==> src/rtl/ipt_pkg.sv <==
package ipt_pkg;

  // address family codes
  localparam logic [1:0] FAM_V4 = 2'd0;
  localparam logic [1:0] FAM_V6 = 2'd1;

  // result status codes
  localparam logic [1:0] ST_OK     = 2'd0;
  localparam logic [1:0] ST_SMALL  = 2'd1;
  localparam logic [1:0] ST_FAMILY = 2'd2;

  // smallest buffer the caller may offer
  localparam logic [7:0] V4_MIN_ROOM = 8'd16;
  localparam logic [7:0] V6_MIN_ROOM = 8'd46;

  // classified address, as handed from front to back
  typedef struct packed {
    logic [1:0]             status;
    logic                   is_v6;
    logic [0:3][2:0][3:0]   bcd;     // per octet: hundreds, tens, ones
    logic [0:7][3:0][3:0]   grp;     // IPv6 groups, group 0 first
    logic                   squeeze; // a zero run is written as "::"
    logic [2:0]             sq_grp;  // first group of that run
    logic [3:0]             rs_grp;  // group after the run, 8 if none
  } ipt_desc_t;

  typedef enum logic [2:0] {
    B_IDLE,
    B_ERR,
    B_V4_DIG,
    B_V4_DOT,
    B_V6_DIG,
    B_V6_SEP,
    B_V6_CC,
    B_V6_C
  } ipt_state_e;

endpackage

==> src/rtl/ipt_front.sv <==
module ipt_front import ipt_pkg::*; (
  input  logic [1:0]  req_type_i,
  input  logic [63:0] addr_high_i,
  input  logic [63:0] addr_low_i,
  input  logic [7:0]  buffer_size_i,
  output ipt_desc_t   desc_o
);

  // shift-and-add-3, 8 steps on a byte
  function automatic logic [11:0] to_bcd(logic [7:0] v);
    logic [11:0] b;
    b = '0;
    for (int i = 7; i >= 0; i--) begin
      if (b[3:0] >= 4'd5) b[3:0] = b[3:0] + 4'd3;
      if (b[7:4] >= 4'd5) b[7:4] = b[7:4] + 4'd3;
      b = {b[10:0], v[i]};
    end
    return b;
  endfunction

  logic [7:0] zero_grp;
  logic       found;
  logic [2:0] sq_grp;
  logic [3:0] rs_grp;
  logic [1:0] status;

  always_comb begin
    desc_o     = '0;
    desc_o.grp = {addr_high_i, addr_low_i};
    for (int i = 0; i < 4; i++) begin
      desc_o.bcd[i] = to_bcd(addr_low_i[24-8*i +: 8]);
    end
    for (int g = 0; g < 8; g++) begin
      zero_grp[g] = (desc_o.grp[g] == '0);
    end

    // first run of three zero groups starting at 0..5
    found  = 1'b0;
    sq_grp = '0;
    for (int g = 5; g >= 0; g--) begin
      if (zero_grp[g] && zero_grp[g+1] && zero_grp[g+2]) begin
        found  = 1'b1;
        sq_grp = 3'(g);
      end
    end
    // first nonzero group past the run
    rs_grp = 4'd8;
    for (int k = 7; k >= 0; k--) begin
      if (k >= int'(sq_grp) + 3 && !zero_grp[k]) rs_grp = 4'(k);
    end

    case (req_type_i)
      FAM_V4:  status = (buffer_size_i < V4_MIN_ROOM) ? ST_SMALL : ST_OK;
      FAM_V6:  status = (buffer_size_i < V6_MIN_ROOM) ? ST_SMALL : ST_OK;
      default: status = ST_FAMILY;
    endcase

    desc_o.status  = status;
    desc_o.is_v6   = (req_type_i == FAM_V6);
    desc_o.squeeze = found;
    desc_o.sq_grp  = sq_grp;
    desc_o.rs_grp  = rs_grp;
  end

endmodule

==> src/rtl/ipt_queue.sv <==
module ipt_queue import ipt_pkg::*; #(
  parameter int Depth = 2
) (
  input  logic      clk_i,
  input  logic      rst_ni,
  input  logic      push_i,
  input  ipt_desc_t push_desc_i,
  output logic      full_o,
  output logic      valid_o,
  input  logic      pop_i,
  output ipt_desc_t head_desc_o
);

  localparam int PtrW = (Depth > 1) ? $clog2(Depth) : 1;
  localparam int CntW = $clog2(Depth + 1);
  localparam logic [PtrW-1:0] LastPtr = PtrW'(Depth - 1);

  ipt_desc_t       mem_q [Depth];
  logic [PtrW-1:0] wr_ptr_q, wr_ptr_d;
  logic [PtrW-1:0] rd_ptr_q, rd_ptr_d;
  logic [CntW-1:0] cnt_q, cnt_d;
  logic            do_push, do_pop;

  assign full_o      = (cnt_q == CntW'(Depth));
  assign valid_o     = (cnt_q != '0);
  assign head_desc_o = mem_q[rd_ptr_q];
  assign do_push     = push_i && !full_o;
  assign do_pop      = pop_i && valid_o;

  always_comb begin
    wr_ptr_d = wr_ptr_q;
    rd_ptr_d = rd_ptr_q;
    cnt_d    = cnt_q;
    if (do_push) wr_ptr_d = (wr_ptr_q == LastPtr) ? '0 : wr_ptr_q + 1'b1;
    if (do_pop)  rd_ptr_d = (rd_ptr_q == LastPtr) ? '0 : rd_ptr_q + 1'b1;
    if (do_push && !do_pop) cnt_d = cnt_q + 1'b1;
    if (!do_push && do_pop) cnt_d = cnt_q - 1'b1;
  end

  always_ff @(posedge clk_i or negedge rst_ni) begin
    if (!rst_ni) begin
      wr_ptr_q <= '0;
      rd_ptr_q <= '0;
      cnt_q    <= '0;
    end else begin
      wr_ptr_q <= wr_ptr_d;
      rd_ptr_q <= rd_ptr_d;
      cnt_q    <= cnt_d;
    end
  end

  always_ff @(posedge clk_i) begin
    if (do_push) mem_q[wr_ptr_q] <= push_desc_i;
  end

endmodule

==> src/rtl/ipt_back.sv <==
module ipt_back import ipt_pkg::*; (
  input  logic       clk_i,
  input  logic       rst_ni,
  input  logic       q_valid_i,
  input  ipt_desc_t  q_desc_i,
  output logic       q_pop_o,
  output logic       strobe_o,
  output logic [7:0] text_char_o,
  output logic       last_char_o,
  output logic [1:0] status_o
);

  localparam logic [7:0] CH_ZERO  = 8'h30;
  localparam logic [7:0] CH_ALPHA = 8'h57; // 'a' - 10
  localparam logic [7:0] CH_COLON = 8'h3A;
  localparam logic [7:0] CH_DOT   = 8'h2E;
  localparam logic [7:0] CH_NUL   = 8'h00;

  function automatic logic [1:0] lead_hex(logic [3:0][3:0] v);
    if (v[3] != '0)      return 2'd3;
    else if (v[2] != '0) return 2'd2;
    else if (v[1] != '0) return 2'd1;
    else                 return 2'd0;
  endfunction

  function automatic logic [1:0] lead_dec(logic [2:0][3:0] v);
    if (v[2] != '0)      return 2'd2;
    else if (v[1] != '0) return 2'd1;
    else                 return 2'd0;
  endfunction

  function automatic logic [7:0] hex_char(logic [3:0] n);
    if (n < 4'd10) return CH_ZERO + {4'h0, n};
    else           return CH_ALPHA + {4'h0, n};
  endfunction

  ipt_state_e st_q, st_d;
  ipt_desc_t  d_q;
  logic [2:0] grp_q, grp_d;   // IPv6 group, or IPv4 octet
  logic [1:0] cnt_q, cnt_d;   // digit within group or octet
  logic       take;
  logic [2:0] nxt_grp;
  logic [1:0] nxt_oct;

  always_comb begin
    st_d        = st_q;
    grp_d       = grp_q;
    cnt_d       = cnt_q;
    take        = 1'b0;
    strobe_o    = 1'b0;
    text_char_o = CH_NUL;
    last_char_o = 1'b0;
    status_o    = d_q.status;
    nxt_grp     = grp_q + 3'd1;
    nxt_oct     = grp_q[1:0] + 2'd1;

    case (st_q)
      B_IDLE: begin
        take = 1'b1;
      end
      B_ERR: begin
        strobe_o    = 1'b1;
        last_char_o = 1'b1;
        take        = 1'b1;
      end
      B_V4_DIG: begin
        strobe_o    = 1'b1;
        text_char_o = CH_ZERO + {4'h0, d_q.bcd[grp_q[1:0]][cnt_q]};
        if (cnt_q == 2'd0) begin
          if (grp_q[1:0] == 2'd3) begin
            last_char_o = 1'b1;
            take        = 1'b1;
          end else begin
            st_d = B_V4_DOT;
          end
        end else begin
          cnt_d = cnt_q - 2'd1;
        end
      end
      B_V4_DOT: begin
        strobe_o    = 1'b1;
        text_char_o = CH_DOT;
        grp_d       = {1'b0, nxt_oct};
        cnt_d       = lead_dec(d_q.bcd[nxt_oct]);
        st_d        = B_V4_DIG;
      end
      B_V6_DIG: begin
        strobe_o    = 1'b1;
        text_char_o = hex_char(d_q.grp[grp_q][cnt_q]);
        if (cnt_q == 2'd0) begin
          if (grp_q == 3'd7) begin
            last_char_o = 1'b1;
            take        = 1'b1;
          end else begin
            st_d = B_V6_SEP;
          end
        end else begin
          cnt_d = cnt_q - 2'd1;
        end
      end
      B_V6_SEP: begin
        strobe_o    = 1'b1;
        text_char_o = CH_COLON;
        grp_d       = nxt_grp;
        if (d_q.squeeze && d_q.sq_grp == nxt_grp) begin
          st_d = B_V6_C;
        end else begin
          st_d  = B_V6_DIG;
          cnt_d = lead_hex(d_q.grp[nxt_grp]);
        end
      end
      B_V6_CC: begin
        strobe_o    = 1'b1;
        text_char_o = CH_COLON;
        st_d        = B_V6_C;
      end
      B_V6_C: begin
        strobe_o    = 1'b1;
        text_char_o = CH_COLON;
        if (d_q.rs_grp == 4'd8) begin
          last_char_o = 1'b1;
          take        = 1'b1;
        end else begin
          grp_d = d_q.rs_grp[2:0];
          cnt_d = lead_hex(d_q.grp[d_q.rs_grp[2:0]]);
          st_d  = B_V6_DIG;
        end
      end
      default: begin
        st_d = B_IDLE;
      end
    endcase

    // the next address is popped in the cycle the current one ends
    if (take) begin
      st_d = B_IDLE;
      if (q_valid_i) begin
        grp_d = 3'd0;
        if (q_desc_i.status != ST_OK) begin
          st_d = B_ERR;
        end else if (!q_desc_i.is_v6) begin
          st_d  = B_V4_DIG;
          cnt_d = lead_dec(q_desc_i.bcd[0]);
        end else if (q_desc_i.squeeze && q_desc_i.sq_grp == 3'd0) begin
          st_d = B_V6_CC;
        end else begin
          st_d  = B_V6_DIG;
          cnt_d = lead_hex(q_desc_i.grp[0]);
        end
      end
    end
  end

  assign q_pop_o = take && q_valid_i;

  always_ff @(posedge clk_i or negedge rst_ni) begin
    if (!rst_ni) begin
      st_q  <= B_IDLE;
      grp_q <= '0;
      cnt_q <= '0;
    end else begin
      st_q  <= st_d;
      grp_q <= grp_d;
      cnt_q <= cnt_d;
    end
  end

  always_ff @(posedge clk_i) begin
    if (q_pop_o) d_q <= q_desc_i;
  end

endmodule

==> src/rtl/ip_address_to_text.sv <==
// Address-to-text formatter.
// Command channel: start_i with req_type_i, addr_high_i, addr_low_i and
// buffer_size_i is taken at a rising edge where busy_o is low. busy_o is
// high while the descriptor queue between classifier and emitter is full.
// Result channel: strobe_o marks one character per cycle on text_char_o,
// with status_o; last_char_o flags the final word of an address. An error
// (short buffer, unknown family) is one word with text_char_o of zero.
// With the emitter idle, a command is registered in the queue and then
// in the emitter's state and descriptor registers, which drive its
// first character. Throughput: an address has 1 to 39 characters;
// the emitter is the one-character-per-cycle bottleneck and
// picks up the next queued address in the cycle its last word leaves,
// so addresses follow one another with no gap.
// The receiver has no way to stall; every word is taken on its cycle.
// Reset empties the queue and returns the emitter to idle; nothing
// issued before reset is delivered.
module ip_address_to_text import ipt_pkg::*; #(
  parameter int QueueDepth = 2
) (
  input  logic        clk_i,
  input  logic        rst_ni,
  input  logic        start_i,
  output logic        busy_o,
  input  logic [1:0]  req_type_i,
  input  logic [63:0] addr_high_i,
  input  logic [63:0] addr_low_i,
  input  logic [7:0]  buffer_size_i,
  output logic        strobe_o,
  output logic [7:0]  text_char_o,
  output logic        last_char_o,
  output logic [1:0]  status_o
);

  ipt_desc_t front_desc;
  ipt_desc_t head_desc;
  logic      q_full, q_valid, q_pop;

  ipt_front u_front (
    .req_type_i    (req_type_i),
    .addr_high_i   (addr_high_i),
    .addr_low_i    (addr_low_i),
    .buffer_size_i (buffer_size_i),
    .desc_o        (front_desc)
  );

  ipt_queue #(
    .Depth (QueueDepth)
  ) u_queue (
    .clk_i       (clk_i),
    .rst_ni      (rst_ni),
    .push_i      (start_i && !q_full),
    .push_desc_i (front_desc),
    .full_o      (q_full),
    .valid_o     (q_valid),
    .pop_i       (q_pop),
    .head_desc_o (head_desc)
  );

  ipt_back u_back (
    .clk_i       (clk_i),
    .rst_ni      (rst_ni),
    .q_valid_i   (q_valid),
    .q_desc_i    (head_desc),
    .q_pop_o     (q_pop),
    .strobe_o    (strobe_o),
    .text_char_o (text_char_o),
    .last_char_o (last_char_o),
    .status_o    (status_o)
  );

  assign busy_o = q_full;

`ifndef SYNTHESIS
  // an error is a single zero word
  a_err_single: assert property (@(posedge clk_i) disable iff (!rst_ni)
    strobe_o && status_o != ST_OK |-> last_char_o && text_char_o == 8'h00)
    else $error("error result not a single zero word");

  // characters of one address leave without gaps
  a_no_gap: assert property (@(posedge clk_i) disable iff (!rst_ni)
    strobe_o && !last_char_o |=> strobe_o)
    else $error("gap inside an address text");

  // text words are never NUL
  a_text_nonzero: assert property (@(posedge clk_i) disable iff (!rst_ni)
    strobe_o && status_o == ST_OK |-> text_char_o != 8'h00)
    else $error("NUL character in address text");

  // non-final words only carry ok status
  a_mid_ok: assert property (@(posedge clk_i) disable iff (!rst_ni)
    strobe_o && !last_char_o |-> status_o == ST_OK)
    else $error("error status on a non-final word");
`endif

endmodule

==> config.mk <==
export PLATFORM = sky130hd
export DESIGN_NAME = ip_address_to_text
export DESIGN_NICKNAME = d
export VERILOG_FILES = /design/src/rtl/ipt_pkg.sv /design/src/rtl/ipt_front.sv /design/src/rtl/ipt_queue.sv /design/src/rtl/ipt_back.sv /design/src/rtl/ip_address_to_text.sv
export SDC_FILE = /design/constraint.sdc
export NUM_CORES = 1
export LEC_CHECK = 0
export BUFFER_PORTS_ARGS = -buffer_cell sky130_fd_sc_hd__buf_2
export CAP_MARGIN = 40
export CELL_PAD_IN_SITES_DETAIL_PLACEMENT = 1
export CELL_PAD_IN_SITES_GLOBAL_PLACEMENT = 1
export CORE_ASPECT_RATIO = 1.75
export CORE_UTILIZATION = 50
export CTS_BUF_LIST = sky130_fd_sc_hd__clkbuf_4 sky130_fd_sc_hd__clkbuf_8
export DETAILED_ROUTE_END_ITERATION = 7
export GPL_TIMING_DRIVEN = 0
export PLACE_DENSITY = 0.89
export REMOVE_ABC_BUFFERS = 1
export SYNTH_ARGS = -nofsm -noshare
export SYNTH_HDL_FRONTEND = slang
export SYNTH_HIERARCHICAL = 1
export SYNTH_SLANG_ARGS = --single-unit
==> constraint.sdc <==
create_clock -name clk_i -period 10.1 [get_ports clk_i]
set_input_delay 1.515 -clock clk_i [delete_from_list [all_inputs] [get_ports clk_i]]
set_output_delay 1.515 -clock clk_i [all_outputs]
set_load 0.02 [all_outputs]
==> metrics.yaml <==
clocking:
  cts_max_level: 3
  postCtsSetupBuffers: 0
  insertion_delay_ps: 690
  cts_hold_buffers: 0
  clkTransAtPathRegs_ps: 70
  tritoncts: "built"
  root_buffer: "clkbuf_8"
  cts.sinks: 572
  cts_resized: 0
  cts-buffers-inserted: 78
  cts.path.max_buffers: 3
grt:
  grt_pass1_wl_mm: 110
  antenna_found_initial: 10
  use_met2: 0.498
  busiest_layer: "met2"
  grt_pass1_vias: 17300
  grtUsageTotal: 0.265
  groute.layer.met1.usage: 0.264
  gr-usage-met3: 0.0439
  grt_max_degree: 62
  grt_overflow: 0
worst_setup_path:
  cp_slowest_cell: "mux2_2"
  reg2reg_from: "u_back/grp_q[0]"
  path_common_cell: "ha_1"
  cp.required_ps: 10510
  endpoint_kind: "flip-flop"
  crit_fanout: 10
  reg2reg_depth: 9
  startpoint_type: "input pin"
  criticalPathCategory: "input pin to flip-flop"
  r2r_slack_ps: 6250
  path_cells: "buf_2 > inv_1 > ha_1 > o21ai_0 > mux2_2 > ha_1 > nand2b_1 > o211a_1 > o221a_2 > inv_1 > ha_1 > nand2b_1 > a31oi_2 > xnor2_1 > ha_1 > nand2b_1 > nand2_1 > mux2i_1 > inv_1 > ha_1 > nand2b_1 > a211o_1 > a22oi_2 > mux2_2"
  worstPathArrival_ps: 6280
  r2r-end: "u_back/cnt_q[1]"
  critPathMaxStageDelay_ps: 380
synth:
  synth_fa_ha_area_frac: 0.0285
  ys_seq_area_frac: 0.618
  synth_edf_count: 560
  ys_types: 98
  synthArstFlopShare: 0.0210
  ys_seq_elements: 572
  synthesis.area_mm2: 0.0277
  yosys.area_share.xor_xnor: 0.0104
  synth_compound_area_frac: 0.0573
  yosys.area_share.simple: 0.0577
  yosysWarnings: 6
  synthTopCellsByArea: "edfxtp_1 61%, mux2_4 5.6%, buf_4 4.0%"
  synth_top_family_by_area: "multiplexers"
  syn_inst: 1731
  synth_top_area_frac: 0.607
  synth_ff_type: "edfxtp_1"
  syn_area_per_cell_um2: 16.0
  muxShareOfSynthArea: 0.166
  synth_top_area_cell: "edfxtp_1"
die:
  dieWidth_um: 180
  num_io_pins: 154
  core_area_mm2: 0.0544
  placementRows: 113
  initial_core_util: 0.509
  die_h_um: 313
  die-area_mm2: 0.0564
timing:
  grt_setup_unrepaired: "no"
  fmax_ghz: 0.170
  slew_violations: 0
  slew_headroom: 0.306
  holdWs_ps: 526
  hold_viol: 0
  finalCritPeriodShare: 0.581
  fin_crit_ps: 5870
  setup_viol: 0
  finalClockSkew_ps: 47.4
  setup_slack_ps: 4230
  max_slew.worst_pin.slew_ps: 1030
placement:
  place_ws_ps: 3580
  dp_hpwl_mm: 55.5
  numPortBuffers: 151
  gp_congestion: 0.887
hold_path:
  hold_depth: 1
  hold-path-endpoint: "u_queue/cnt_q[1]"
  min_path_type: "flip-flop to flip-flop"
  min_from: "u_queue/cnt_q[1]"
drt:
  via_count: 15400
  routed_wl_mm: 74.1
  route.detailed.drc: 15
  avgViaCountPerCell: 6.03
  drt.antenna.violating_nets: 0
  routedWlPerCell_um: 28.9
  first_iter_violations: 1045
  drtPass1Iterations: 8
power:
  leakage_nw: 11.0
  finalPower_mw: 9.08
  powerDensity_mw_per_mm2: 302
  vdd.ir_drop.worst_uv: 208
finish:
  fillers: 5034
  fin_nets: 2009
  layout-area-overhead-vs-synth_pct: 8.53
  layout-drive-gt1-share: 0.319
job:
  drv_cap: 0
run_status:
  violations: "design-rule violations"
  outcome: "finished, violations left"
## area by class of cell
| class | instances | area, um2 | area share |
|---|---|---|---|
| Antenna cell | 5 | 12.5 | 0.000416 |
| Timing Repair Buffer | 185 | 1420 | 0.0472 |
| Tap cell | 690 | 863 | 0.0287 |
| Sequential cell | 572 | 17100 | 0.570 |
| Clock buffer | 103 | 1260 | 0.0420 |
| Clock inverter | 40 | 273 | 0.00907 |
| Multi-Input combinational cell | 913 | 8900 | 0.296 |
| Inverter | 55 | 206 | 0.00687 |
## how the worst max path moves through the flow
stage	startpoint	end	slack (ps)
after CTS	u_back/grp_q[0]	text_char_o[0]	4190
after floorplan	start_i	u_queue/mem_q[0][0]	-130
after global placement	start_i	u_queue/mem_q[0][64]	-4450
after global routing	addr_low_i[22]	u_queue/mem_q[1][166]	3910
after detailed placement	addr_low_i[22]	u_queue/mem_q[0][166]	3580
final	addr_low_i[22]	u_queue/mem_q[1][166]	4230
## routing by layer
| layer | vias up | share of wire |
|---|---|---|
| li1 | 6745 | - |
| met1 | 7887 | 0.34 |
| met3 | 221 | 0.045 |
| met5 | - | 0.00054 |
| met4 | 6 | 0.076 |
| met2 | 584 | 0.54 |
## per-stage QoR
step	util	cell area [um2]	setup TNS (ps)	cells
final	0.552	30100	0	2563
after global routing	0.552	30100	0	2563
after CTS	0.552	30000	0	2557
after detailed placement	0.524	28500	0	2414
after global placement	0.511	27800	-1222210	2381
after floorplan	-	26200	-23510	1540
## logic make-up after synthesis
logic type,after synthesis
AND/OR/NAND/NOR,278
flip-flops,572
adder cells (fa/ha/maj),63
multiplexers,318
XOR/XNOR,29
buffers and inverters,253
AO/OA/AOI/OAI,216
other,2
## synthesized netlist by cell type (7+ instances only)
library cell	instances
o21ai_1	7
a21o_1	9
nor2b_1	15
and2_1	7
nand2_1	59
a21oi_1	38
mux4_4	7
edfxtp_1	560
ha_1	63
mux2_4	104
o211ai_1	7
buf_4	147
and3_1	7
dfrtp_1	12
xnor2_1	22
o21a_1	13
nand4_1	8
a22oi_1	10
nand2b_1	32
nor2_1	37
a22o_1	13
buf_2	20
mux2_2	98
nor4_1	63
buf_6	21
mux4_1	22
o21ai_0	39
inv_1	54
mux4_2	21
mux2i_1	61
## worst max-delay path, delay by kind of cell
kind	cells	cell delay, ps
fa+ha+maj	5	1170
simple gates	5	640
mux	3	870
xor+xnor	1	240
buf+inv	4	500
compound gates	6	1310
## state kept, by name, indices dropped and copies added (netlist names)
signal            flops
u_back/cnt_q          2
u_queue/rd_ptr_q      1
u_back/status_o       2
u_back/grp_q          3
u_queue/cnt_q         2
u_back/d_q          184
u_queue/mem_q       374
u_back/st_q           3
u_queue/wr_ptr_q      1
## where the power goes
part / total (mW) / switching [mW] / internal (mW)
registers: 4.12 / 0.490 / 3.63
logic: 3.20 / 1.77 / 1.43
clock network: 1.77 / 0.890 / 0.881
## layout by cell type, fill, tap and decap left out, types with 54 or more instances in the layout
cell type,instances
ha_1,63
mux2i_1,61
edfxtp_1,560
nand2_1,59
clkbuf_8,78
mux2_2,98
mux2_4,104
buf_2,157
inv_1,54
nor4_1,63
No activity file was read; power rests on OpenSTA's default activity.
